File: src/rtl/assert_macros.svh
// -----------------------------------------------------------------------------
// assert_macros.svh
// Shared concurrent assertion macros for the closest-hit search block.
// -----------------------------------------------------------------------------
`ifndef ASSERT_MACROS_SVH
`define ASSERT_MACROS_SVH

// Same-cycle implication, disabled during reset.
`define ASSERT_IMPL(lbl, ck, rs, ante, cons, msg) \
  lbl: assert property (@(posedge ck) disable iff (rs) (ante) |-> (cons)) \
    else $error(msg);

// Next-cycle implication, disabled during reset.
`define ASSERT_NEXT(lbl, ck, rs, ante, cons, msg) \
  lbl: assert property (@(posedge ck) disable iff (rs) (ante) |=> (cons)) \
    else $error(msg);

`endif

File: src/rtl/rchs_pkg.sv
// -----------------------------------------------------------------------------
// rchs_pkg
// Types, widths and codes shared by the closest-hit search block.
// -----------------------------------------------------------------------------
package rchs_pkg;

  // table sizes
  localparam int SPHERE_SLOTS = 16;
  localparam int PLANE_SLOTS  = 16;
  localparam int SPH_AW = (SPHERE_SLOTS > 1) ? $clog2(SPHERE_SLOTS) : 1;
  localparam int PLN_AW = (PLANE_SLOTS > 1) ? $clog2(PLANE_SLOTS) : 1;

  // field widths
  localparam int MODE_W     = 2;
  localparam int SLOT_W     = 4;
  localparam int COORD_W    = 32;
  localparam int RAD_W      = 31;
  localparam int COLOR_W    = 24;
  localparam int DIST_W     = 31;
  localparam int CNT_W      = 5;
  localparam int CFG_IDX_W  = 2;
  localparam int CFG_DATA_W = 24;

  // arithmetic widths
  localparam int MW     = 70;          // signed multiplier operand
  localparam int PW     = 2 * MW;      // signed product / accumulator
  localparam int SQ_W   = 136;         // root radicand
  localparam int RT_W   = SQ_W / 2;    // root result
  localparam int FRAC_W = 16;
  localparam int NW     = MW + FRAC_W; // dividend
  localparam int DW     = MW;          // divisor

  localparam logic [MW-1:0]     EPS_DOT  = MW'(429496);
  localparam logic [DIST_W-1:0] DIST_MAX = {DIST_W{1'b1}};

  // request modes
  localparam logic [MODE_W-1:0] MODE_SPH  = 2'd0;
  localparam logic [MODE_W-1:0] MODE_PLN  = 2'd1;
  localparam logic [MODE_W-1:0] MODE_CAST = 2'd2;

  // configuration register indexes
  localparam logic [CFG_IDX_W-1:0] CFG_SPHERE_COUNT = 2'd0;
  localparam logic [CFG_IDX_W-1:0] CFG_PLANE_COUNT  = 2'd1;
  localparam logic [CFG_IDX_W-1:0] CFG_BACKGROUND   = 2'd2;

  typedef logic signed [MW-1:0] op_t;
  typedef logic signed [PW-1:0] prod_t;

  typedef struct packed {
    logic [MODE_W-1:0]         mode;
    logic [SLOT_W-1:0]         slot;
    logic signed [COORD_W-1:0] ax;
    logic signed [COORD_W-1:0] ay;
    logic signed [COORD_W-1:0] az;
    logic signed [COORD_W-1:0] bx;
    logic signed [COORD_W-1:0] by;
    logic signed [COORD_W-1:0] bz;
    logic [RAD_W-1:0]          radius;
    logic [COLOR_W-1:0]        color;
  } req_t;

  typedef struct packed {
    logic               hit;
    logic               kind;
    logic [SLOT_W-1:0]  object_slot;
    logic [DIST_W-1:0]  distance;
    logic [COLOR_W-1:0] pixel_color;
  } res_t;

  typedef struct packed {
    logic signed [COORD_W-1:0] cx;
    logic signed [COORD_W-1:0] cy;
    logic signed [COORD_W-1:0] cz;
    logic [RAD_W-1:0]          radius;
    logic [COLOR_W-1:0]        color;
  } sphere_ent_t;

  typedef struct packed {
    logic signed [COORD_W-1:0] px;
    logic signed [COORD_W-1:0] py;
    logic signed [COORD_W-1:0] pz;
    logic signed [COORD_W-1:0] nx;
    logic signed [COORD_W-1:0] ny;
    logic signed [COORD_W-1:0] nz;
    logic [COLOR_W-1:0]        color;
  } plane_ent_t;

endpackage

File: src/rtl/rchs_root.sv
// -----------------------------------------------------------------------------
// rchs_root
// Restoring integer square root, one result bit per cycle (floor).
// -----------------------------------------------------------------------------
module rchs_root (
  input  logic                        clk,
  input  logic                        rst,
  input  logic                        go,
  input  logic [rchs_pkg::SQ_W-1:0]   x,
  output logic                        done,
  output logic [rchs_pkg::RT_W-1:0]   root
);
  import rchs_pkg::*;

  localparam int REM_W = RT_W + 2;
  localparam int CW    = $clog2(RT_W + 1);

  logic [SQ_W-1:0]  xs;
  logic [REM_W-1:0] rem;
  logic [REM_W+1:0] remsh;
  logic [REM_W+1:0] trial;
  logic             ge;
  logic [CW-1:0]    cnt;
  logic             run;

  // bring down the next two radicand bits and try root*4+1
  assign remsh = {rem, xs[SQ_W-1 -: 2]};
  assign trial = (REM_W + 2)'({root, 2'b01});
  assign ge    = remsh >= trial;

  always_ff @(posedge clk) begin
    if (rst) begin
      run  <= 1'b0;
      done <= 1'b0;
    end else begin
      done <= 1'b0;
      if (go) begin
        xs   <= x;
        rem  <= '0;
        root <= '0;
        cnt  <= '0;
        run  <= 1'b1;
      end else if (run) begin
        xs   <= {xs[SQ_W-3:0], 2'b00};
        rem  <= ge ? REM_W'(remsh - trial) : REM_W'(remsh);
        root <= {root[RT_W-2:0], ge};
        cnt  <= cnt + 1'b1;
        if (cnt == CW'(RT_W - 1)) begin
          run  <= 1'b0;
          done <= 1'b1;
        end
      end
    end
  end

endmodule

File: config.mk
export PLATFORM = sky130hd
export DESIGN_NAME = rchs_root
export DESIGN_NICKNAME = d
export VERILOG_FILES = /design/src/rtl/assert_macros.svh /design/src/rtl/rchs_pkg.sv /design/src/rtl/rchs_root.sv
export SDC_FILE = /design/constraint.sdc
export NUM_CORES = 1
export LEC_CHECK = 0
export BUFFER_PORTS_ARGS = -buffer_cell sky130_fd_sc_hd__buf_2
export CAP_MARGIN = 15
export CORE_AREA = 2 2 178 180
export DETAILED_ROUTE_END_ITERATION = 6
export DIE_AREA = 0 0 180 182
export GPL_TIMING_DRIVEN = 0
export PLACE_DENSITY = 0.74
export SLEW_MARGIN = 40
export SYNTH_ARGS = -nofsm -noshare
export SYNTH_HDL_FRONTEND = slang
export SYNTH_SLANG_ARGS = --single-unit
File: constraint.sdc
create_clock -name clk -period 15.2 [get_ports clk]
set_input_delay 1.52 -clock clk [delete_from_list [all_inputs] [get_ports clk]]
set_output_delay 1.52 -clock clk [all_outputs]
set_load 0.05 [all_outputs]
After elaboration in Yosys (flattened, before gate mapping)
Cells that the tools add are included.
Word-level totals
  register bits: 283
  input bits: 139
  output and inout port bits: 69
  word-level logic and storage cells: 25
Operators by class
  add/sub/neg operators: 2
  order comparisons: 1
  eq/ne operators: 1
  mux-type cells: 10
  bitwise operators: 2
  reductions and logical operators: 3
Operators by type and width (count)
  136-bit two-way mux: 2
  70-bit two-way mux: 2
  72-bit by 70-bit >= comparator with 1-bit output: 1
  70-bit subtractor: 1
  68-bit two-way mux: 1
  7-bit by 1-bit adder with 7-bit output (second input constant): 1
  7-bit equality test (second input constant): 1
  7-bit two-way mux: 1
  1-bit two-way mux: 4
  3-bit OR reduction: 1
  1-bit inverter: 2
  2-bit AND reduction: 1
  2-bit nonzero test: 1

Longest topological paths before layout
Gate-level depths: netlist of run 1.
  depth after elaboration: 4
  gate-level depth with buffers: 15
  depth with buffers taken out: 12

Worst setup path before layout of run 1
OpenSTA, ideal clock, no wires.
  path kind: in2reg
  start: input port go
  end: register run
  setup time: 0.137 ns
  data arrival time: 14.656 ns
  data required time: 15.063 ns
  path slack: 0.407 ns
  stages: 5
  path buffers: 2
  cell sequence: clkbuf_1 > clkbuf_1 > nor2_1 > nor2_1 > and2_1
On the way
  cells in the longest elaborated chain, start to end: 1
RTL lines
  start: declaration: RTL line rchs_root.sv:8  | input logic go,
  1-bit two-way mux: RTL line rchs_root.sv:37  | if (go) begin
  end signal: assignment: RTL line rchs_root.sv:33  | run <= 1'b0;
  end signal: assignment: RTL line rchs_root.sv:42  | run <= 1'b1;
  end signal: assignment: RTL line rchs_root.sv:49  | run <= 1'b0;
  end: declaration: RTL line rchs_root.sv:24  | logic run;
Every way passes these cells.
A chain may end at the register's enable or synchronous reset.

Worst setup path in the final report of run 1
  start: register rem[40]
  end: register rem[46], data pin
On the way
  cells in the longest elaborated chain, start to end: 3
  elaborated cells on any way between the ends: 4
  classes of those cells: add/sub: 1; order compare: 1; mux: 2
RTL lines
  start: declaration: RTL line rchs_root.sv:19  | logic [REM_W-1:0] rem;
  start signal: assignment: RTL line rchs_root.sv:45  | rem <= ge ? REM_W'(remsh - trial) : REM_W'(remsh);
  70-bit subtractor or 72-bit by 70-bit >= comparator with 1-bit output (tied branches): RTL line rchs_root.sv:45, rchs_root.sv:29
  70-bit two-way mux (*): RTL line rchs_root.sv:45
  70-bit two-way mux (*): RTL line rchs_root.sv:43  | end else if (run) begin
Every way passes the cells marked *; elsewhere a longest branch is shown, timed or not. The select of a mux whose other input is x is not followed.

==> results by stage, run 1 <==
Floorplanning:
- The area inside the core boundary is 0.0310 mm2.
- The die extent in y is about 180 um.
- From left edge to right edge, the die measures 180 um.
- The starting density of the core is 52.3%.
- The number of cell rows is 65.
- The floorplan step defined a die boundary enclosing approximately 0.033 mm2.
- 208 I/O pins were placed.

Yosys:
- The average instance in the mapped netlist occupies 10.9 um2.
- By area the synthesized netlist is led by sky130_fd_sc_hd__edfxtp_1 (52%), sky130_fd_sc_hd__mux2_2 (9.3%), sky130_fd_sc_hd__ha_1 (5.5%).
- The summed instance area of the synthesized netlist is 0.0162 mm2.
- The number of warnings reported in the yosys synthesis log is 0.
- The distinct cell type count of the synthesized netlist is 73.
- The sequential fraction of the synthesis area is a little over half.
- The synthesized design contains roughly 280 enable-type register cells.
- When the netlist entered floorplanning its net count stood at 1700.
- Ranked by instance count, the synthesized netlist is headed by sky130_fd_sc_hd__edfxtp_1 (281), sky130_fd_sc_hd__nand2_1 (172), sky130_fd_sc_hd__a21oi_1 (140).
- The cell with the most instances after synthesis is sky130_fd_sc_hd__edfxtp_1.
- The area share of the largest cell type after synthesis is a little over half.
- After synthesis, the share of flip-flops with an asynchronous set or reset is 0%.
- The post-synthesis cell type with the largest combined area is sky130_fd_sc_hd__edfxtp_1.
- The instance count of the mapped netlist is approximately 1500.
- The number of synthesized register bits is 283.
- The most used flip-flop cell after synthesis is sky130_fd_sc_hd__edfxtp_1.

Route:
- Detailed routing inserted a total of 12400 vias.
- The routed wirelength normalized by instance count is 18.6 um.
- The total iterations of the first detailed-routing run is 5.
- The DRC violation count after routing is 0.
- The final wirelength is between 40000 and 50000 um.
- The remaining number of nets flagged by the antenna check after routing is 0.
- The via density per instance is roughly 5.7.
- In this run, the number of DRC markers left after iteration 0 of detailed routing was 884.

Clock tree:
- TritonCTS built the clock tree.
- The clock latency on the worst-skew pair is 600 ps.
- The number of gates resized after cts is 0.
- The buffer type at the clock tree root is sky130_fd_sc_hd__clkbuf_16.
- The number of setup buffers added after CTS is 0.
- The number of sinks driven by the clock tree is approximately 280.
- The number of buffers between clock root and the deepest sink is 3.
- The post-CTS clock slew at the launch and capture registers of the worst setup and hold paths is approximately 60 ps.
- The number of buffers created by CTS is 31.
- The total number of H-tree levels is 1.
- The number of hold buffers added after CTS was 0.

Cells and area:
- The fraction of layout cells with a size suffix above 1 is 25.9%.
- The final instance area is 0.0191 mm2.
- The area growth from synthesis to layout is 18.2%.
- The net count of the finished layout is between 1500 and 2000.
- Cells fill 61.8% of the core in the end.

Placed design:
- The count of buffers added on input and output ports is 206.
- Detailed placement ended at an HPWL of 30100 um.
- The global placer's final weighted congestion is 0.917.
- The instance area after placement is 0.0181 mm2.

STA:
- The transition at the pin with the smallest max-transition slack is 826 ps.
- Hold is met by 481 ps.
- The post-route fraction of the period consumed by the critical path is 28.0%.
- The worst path in the final design needs a cycle of 4260 ps, including I/O delays and setup.
- The total negative slack for setup checks is 0 ps.
- The number of pins exceeding their max-slew limit in the final report is 0.
- Setup repair after global routing left no endpoint under its margin.
- Static timing analysis puts the maximum clock frequency at between 200 and 250 MHz.
- Headroom to the max-slew limit came out at 45.0%.
- The number of setup violations in the final report is 0.
- The final-report hold violation count is 0.
- The worst setup skew after layout is between 30 and 40 ps.

Worst setup path:
- For flop-to-flop paths, the worst setup slack is between 10000 and 15000 ps.
- At the worst endpoint, the arrival time is 4680 ps.
- The start point of the critical path is rem[40]$_SDFFCE_PP0P_.
- STA classifies the critical path startpoint as a flop.
- The category of the critical setup timing path is flop to flop.
- The terminus of the critical flop-to-flop path is rem[46]$_SDFFCE_PP0P_.
- Counting cells, the worst reg-to-reg path comes to 13.
- In this run the worst path has a maximum fanout of 10.
- The timing endpoint of the critical path is rem[46]$_SDFFCE_PP0P_.
- The worst register-to-register path begins at rem[40]$_SDFFCE_PP0P_.
- The critical path required time is 15620 ps.
- The critical path endpoint category is a flop.

Flow run:
- The number of maximum-capacitance violations is 0.

Global route:
- The global-route usage over all layers is 24.5%.
- The initial antenna violation count came to 6.
- The first global-routing pass estimated 64800 um of wire.
- The number of global-route vias before repair is 12500.
- The sum of overflow across all layers after global routing is 0.
- The largest net degree at the start of global routing is 24.

Power:
- The power after layout is 2340 uW.
- The share of total power dissipated in the clock network is 31.4%.
- The total net switching power is 735 uW.
- The reported leakage power is 0.00765 uW.
- Combinational logic burns 27.1% of the power.
- The internal portion of the total power is 1610 uW.
- Of the total power, the share spent switching nets is 31.4%.
- The peak supply drop is 87.7 uV.
- Registers are responsible for 41.5% of the overall power.
- Dividing total power by cell area gives a power density of 122 mW/mm2.

Min path:
- The min-delay analysis places its worst path in the category flop to flop.

Status:
- The flow ran to the end, and the final reports show no timing, DRC or antenna violations.
==> cells by family (layout without fill, tap and decap cells) <==
| group | Yosys count | in the layout | share of synthesized area, % |
|---|---|---|---|
| and+or+nand+nor | 454 | 454 | 12.9 |
| AOI/OAI and AO/OA | 318 | 318 | 12.5 |
| DFF | 283 | 283 | 52.3 |
| buffers and inverters | 170 | 446 | 4.16 |
| muxes | 134 | 134 | 9.32 |
| adders and majority gates | 71 | 71 | 5.48 |
| xor gates and xnor gates | 60 | 60 | 3.24 |
| other | 0 | 3 | 0 |
==> power groups by stage <==
stage          combinational (uW)  sequential (uW)  clock (uW)
4_1_cts                       631              972         749
3_3_place_gp                  599             1010           0
5_1_grt                       700              978         776
6_report                      636              972         736
2_1_floorplan                 420             1040           0
3_5_place_dp                  626              987           0
==> stage by stage <==
step / worst slack [ps] / cells
4_1_cts: 10950 / 2168
3_3_place_gp: -4690 / 2098
2_1_floorplan: 407 / 1490
5_1_grt: 10690 / 2168
3_5_place_dp: 11000 / 2114
6_report: 10940 / 2171
==> how the worst min path moves through the flow <==
stage	start	to	slack [ps]	depth (start not counted)
finish	run$_SDFF_PP0_	done$_SDFF_PP0_	480	1
global route	run$_SDFF_PP0_	done$_SDFF_PP0_	510	1
CTS	run$_SDFF_PP0_	done$_SDFF_PP0_	490	1
detailed placement	run$_SDFF_PP0_	done$_SDFF_PP0_	470	1
global placement	run$_SDFF_PP0_	done$_SDFF_PP0_	460	1
floorplan	run$_SDFF_PP0_	done$_SDFF_PP0_	450	1
==> area by class of cell <==
cell class | count | area, um2
Buffer | 79 | 334
Fill cell | 2585 | 11800
Sequential cell | 283 | 8480
Timing Repair Buffer | 222 | 1420
Clock buffer | 43 | 891
Antenna cell | 3 | 7.51
Clock inverter | 11 | 104
Tap cell | 402 | 503
Multi-Input combinational cell | 1037 | 7060
Inverter | 91 | 342
==> metal layers <==
layer  up-vias  track usage [%]  wire [um]
li1       5955                -          -
met1      5883             30.9      16700
met2       437             39.6      18500
met3       102             7.72       3690
met4         8             8.91       1430
met5         -                0         42
==> worst max-delay path, stage by stage, from the launching register on <==
cell                        delay (ps)
sky130_fd_sc_hd__edfxtp_1          410
sky130_fd_sc_hd__ha_1              290
sky130_fd_sc_hd__buf_2             190
sky130_fd_sc_hd__and2_1            220
sky130_fd_sc_hd__nand3_1           110
sky130_fd_sc_hd__nor3_1            610
sky130_fd_sc_hd__and3_2            320
sky130_fd_sc_hd__nand3_1            80
sky130_fd_sc_hd__o21bai_1          170
sky130_fd_sc_hd__nor4b_2           100
sky130_fd_sc_hd__nor2_1            420
sky130_fd_sc_hd__clkbuf_1          680
sky130_fd_sc_hd__o2111ai_1         280
sky130_fd_sc_hd__a21oi_1           220
==> layout by cell type, fill, tap and decap left out, types with 18 or more instances in the layout <==
| master | instances |
|---|---|
| sky130_fd_sc_hd__edfxtp_1 | 281 |
| sky130_fd_sc_hd__buf_2 | 229 |
| sky130_fd_sc_hd__nand2_1 | 172 |
| sky130_fd_sc_hd__a21oi_1 | 140 |
| sky130_fd_sc_hd__nor2_1 | 137 |
| sky130_fd_sc_hd__mux2_2 | 134 |
| sky130_fd_sc_hd__inv_1 | 91 |
| sky130_fd_sc_hd__ha_1 | 71 |
| sky130_fd_sc_hd__clkbuf_1 | 55 |
| sky130_fd_sc_hd__o21ai_0 | 36 |
| sky130_fd_sc_hd__xnor2_1 | 34 |
| sky130_fd_sc_hd__clkbuf_16 | 31 |
| sky130_fd_sc_hd__a21o_1 | 28 |
| sky130_fd_sc_hd__nand3_1 | 26 |
| sky130_fd_sc_hd__xor2_1 | 26 |
| sky130_fd_sc_hd__nand4_1 | 23 |
| sky130_fd_sc_hd__a211oi_1 | 20 |
| sky130_fd_sc_hd__o21bai_1 | 18 |
==> sequential cells by signal (all words and copies together), names as in the netlist <==
signal	flops
rem	70
root	68
xs	136
run	1
done	1
cnt	7
(Power assumes the default switching activity.)
==> run 2: changes to the inputs <==
CORE_AREA = 2 2 169 171   (was 2 2 178 180)
DIE_AREA = 0 0 171 173   (was 0 0 180 182)
PLACE_DENSITY = 0.78   (was 0.74)
clock period = 4.4 ns   (was 15.2 ns; I/O delays follow)
==> run 2 against run 1 <==
Effect of this change:
- sequential power grew to 3.5 times the previous value
- non-clock buffer count rose by 1
- hold slack lost 400 ps
- wire length shrank 1.1%
- die area fell by 9.7%
- utilization rose by 7.0 points
- clock-buffer cell count down 9
- fmax up 3.3%
- clock power rose to 3.2 times the previous value
- total power grew to 3.4 times the previous value
- cell area fell by 0.78%
- largest power group unchanged
==> results by stage, run 2 (same netlist as run 1, synthesis figures left out) <==
STA:
- The number of pins exceeding their max-slew limit in the final report is 0 (unchanged).
- RSZ-0062 raised after global routing: false (unchanged).
- The minimum clock period after layout came to 4120 ps (was 4260 ps).
- The highest clock frequency the design can meet is 243 MHz (was 235 MHz).
- The transition at the pin with the smallest max-transition slack is 829 ps (was 826 ps).
- The number of setup violations in the final report is 0 (unchanged).
- The final-report hold violation count is 0 (unchanged).
- The worst setup skew after layout is 29.4 ps (was 31.4 ps).
- The post-route worst hold slack is 81.6 ps (was 481 ps).
- The final worst setup slack is 278 ps (was 10940 ps).
- The total negative slack for setup checks came to 0 ps (unchanged).
- The tightest slew margin relative to the limit is 44.7% (was 45.0%).
- The post-route fraction of the period consumed by the critical path is 93.7% (was 28.0%).

Clock tree:
- The number of buffers between clock root and the deepest sink is 3 (unchanged).
- The post-cts hold buffer count was 0 (unchanged).
- The number of gates resized after cts is 0 (unchanged).
- The clock latency on the worst-skew pair is 580 ps (was 600 ps).
- The CTS tree is done (unchanged).
- The number of buffers created by CTS is 30 (was 31).
- The buffer type at the clock tree root is sky130_fd_sc_hd__clkbuf_16 (unchanged).
- The number of buffers inserted to repair setup after CTS is 0 (unchanged).
- The number of sinks driven by the clock tree is 283 (unchanged).
- The post-CTS clock slew at the launch and capture registers of the worst setup and hold paths came to 60 ps (about the same).
- The total number of H-tree levels is 1 (unchanged).

Status:
- Result of the run: complete, no violations (unchanged).

Global route:
- The largest net degree at the start of global routing is 22 (was 24).
- The sum of overflow across all layers after global routing is 0 (unchanged).
- The global-route usage over all layers is 26.7% (was 24.5%).
- The initial antenna violation count is 5 (was 6).
- The wire length of the first global-routing pass was 63000 um (was 64800 um).
- The number of global-route vias before repair was 12300 (was 12500).

Worst setup path:
- The terminus of the critical flop-to-flop path is rem[46]$_SDFFCE_PP0P_ (unchanged).
- The data arrival at the endpoint of the critical path came to 4520 ps (was 4680 ps).
- The category of the critical setup timing path is flop to flop (unchanged).
- The launch point of the worst reg-to-reg path was rem[40]$_SDFFCE_PP0P_ (unchanged).
- The depth of the most critical reg-to-reg path came to 13 (unchanged).
- The critical path endpoint category is a flop (unchanged).
- The startpoint class of the critical path is a flop (unchanged).
- The reg-to-reg setup timing slack is 280 ps (was 10940 ps).
- The top fanout value on the critical path is 10 (unchanged).
- The timing endpoint of the critical path is rem[46]$_SDFFCE_PP0P_ (unchanged).
- The critical path required time is 4790 ps (was 15620 ps).
- The start point of the critical path is rem[40]$_SDFFCE_PP0P_ (unchanged).

Cells and area:
- The flip-flop count of the largest register after layout is 136 (unchanged).
- The register with the highest flop count is xs (unchanged).
- The fraction of layout cells with a size suffix above 1 is 25.9% (about the same).
- Most frequent cells in the layout: sky130_fd_sc_hd__edfxtp_1 (281), sky130_fd_sc_hd__buf_2 (229), sky130_fd_sc_hd__nand2_1 (172) (unchanged).
- The net count reported at finish is 1955 (unchanged).
- The leading cell type in the layout, fill and taps excluded was sky130_fd_sc_hd__edfxtp_1 (unchanged).
- The area overhead of the layout relative to synthesis is 17.2% (was 18.2%).
- Largest registers in the final layout: xs: 136 flops, rem: 70 flops, root: 68 flops (unchanged).

Power:
- The power density over the cells is 417 mW/mm2 (was 122 mW/mm2).
- The power after layout is 7920 uW (was 2340 uW).
- The share of power burned in combinational logic is 27.6% (was 27.1%).
- The reported leakage power was 0.00759 uW (was 0.00765 uW).
- The total net switching power is 2530 uW (was 735 uW).
- The clock group share of total power is 30.0% (was 31.4%).
- The switching power share of the total is 31.9% (was 31.4%).
- The peak supply drop was 412 uV (was 87.7 uV).
- The internal power is 5390 uW (was 1610 uW).
- The relative contribution of sequential cells to total power was 42.4% (was 41.5%).

Route:
- The via density per instance was 5.76 (was 5.70).
- The final wirelength is 39900 um (was 40400 um).
- The number of DRC markers in iteration 0 is 905 (was 884).
- The DRC violation count after routing is 0 (unchanged).
- The overall via count from detail_route is 12400 (about the same).
- The total iterations of the first detailed-routing run is 6 (was 5).
- The routed wirelength normalized by instance count is 18.6 um (about the same).
- The remaining number of nets flagged by the antenna check after routing is 0 (unchanged).

Placed design:
- The minimum setup slack after placement came to 367 ps (was 11000 ps).
- The number of buffers inserted by port buffering is 206 (unchanged).
- The global placer's final weighted congestion was 0.918 (was 0.917).
- The detailed-placement wirelength estimate is 30000 um (was 30100 um).

Floorplanning:
- The area inside the core boundary is 0.0276 mm2 (was 0.0310 mm2).
- The horizontal die dimension was 171 um (was 180 um).
- The number of cell rows is 61 (was 65).
- The die extent in y is 173 um (was 182 um).
- The starting density of the core is 58.6% (was 52.3%).
- The number of I/O pins is 208 (unchanged).
- The die area is 0.0296 mm2 (was 0.0328 mm2).

Flow run:
- The number of maximum-capacitance violations was 0 (unchanged).

Min path:
- The path class of the lowest-slack min-delay path is input pin to flop (was flop to flop).
- The worst hold path startpoint is rst (was run$_SDFF_PP0_).
run 2: worst min-delay path by stage:
| stage | end | depth (start not counted) |
|---|---|---|
| finish | done$_SDFF_PP0_ | 2 |
| global route | done$_SDFF_PP0_ | 2 |
| CTS | done$_SDFF_PP0_ | 2 |
| detailed placement | done$_SDFF_PP0_ | 1 |
| global placement | done$_SDFF_PP0_ | 1 |
| floorplan | done$_SDFF_PP0_ | 1 |
run 2: metal layers:
metal / routed length (um) / track usage (%)
met5: 25 / 0
met4: 1030 / 6.78
met1: 16600 / 34.6
met2: 18800 / 44.3
met3: 3470 / 7.39
run 2: power by group through the flow:
stage                     Clock (uW)  Combinational (uW)  Sequential, uW
after floorplan                    0                1460            3530
after global placement             0                2060            3430
after detailed placement           0                2140            3410
after CTS                       2420                2160            3360
after global routing            2500                2400            3380
final                           2380                2190            3360
run 2: stage by stage:
step	instance area [um2]	utilization (%)	instances
floorplan	16200	-	1490
global placement	17700	64.2	2074
detailed placement	18100	65.4	2091
CTS	19000	68.7	2145
global route	19000	68.7	2146
finish	19000	68.7	2148
run 2: area by class of cell:
cell class / count / area [um2]
tap: 378 / 473
sequential: 283 / 8480
fill: 2153 / 8640
inverter: 91 / 342
clock inverter: 20 / 156
multi-input combinational: 1037 / 7070
buffer: 79 / 364
antenna: 3 / 7.51
timing repair buffer: 223 / 1340
clock buffer: 34 / 766
run 2: critical path: stages (launching register included):
cell and delay (ps):
sky130_fd_sc_hd__edfxtp_1 410, sky130_fd_sc_hd__ha_1 290, sky130_fd_sc_hd__buf_2 190, sky130_fd_sc_hd__and2_1 220, sky130_fd_sc_hd__nand3_1 110, sky130_fd_sc_hd__nor3_1 570
sky130_fd_sc_hd__and3_2 290, sky130_fd_sc_hd__nand3_1 80, sky130_fd_sc_hd__o21bai_1 200, sky130_fd_sc_hd__nor4b_2 100, sky130_fd_sc_hd__nor2_1 340, sky130_fd_sc_hd__clkbuf_1 660
sky130_fd_sc_hd__o2111ai_1 250, sky130_fd_sc_hd__a21oi_1 240
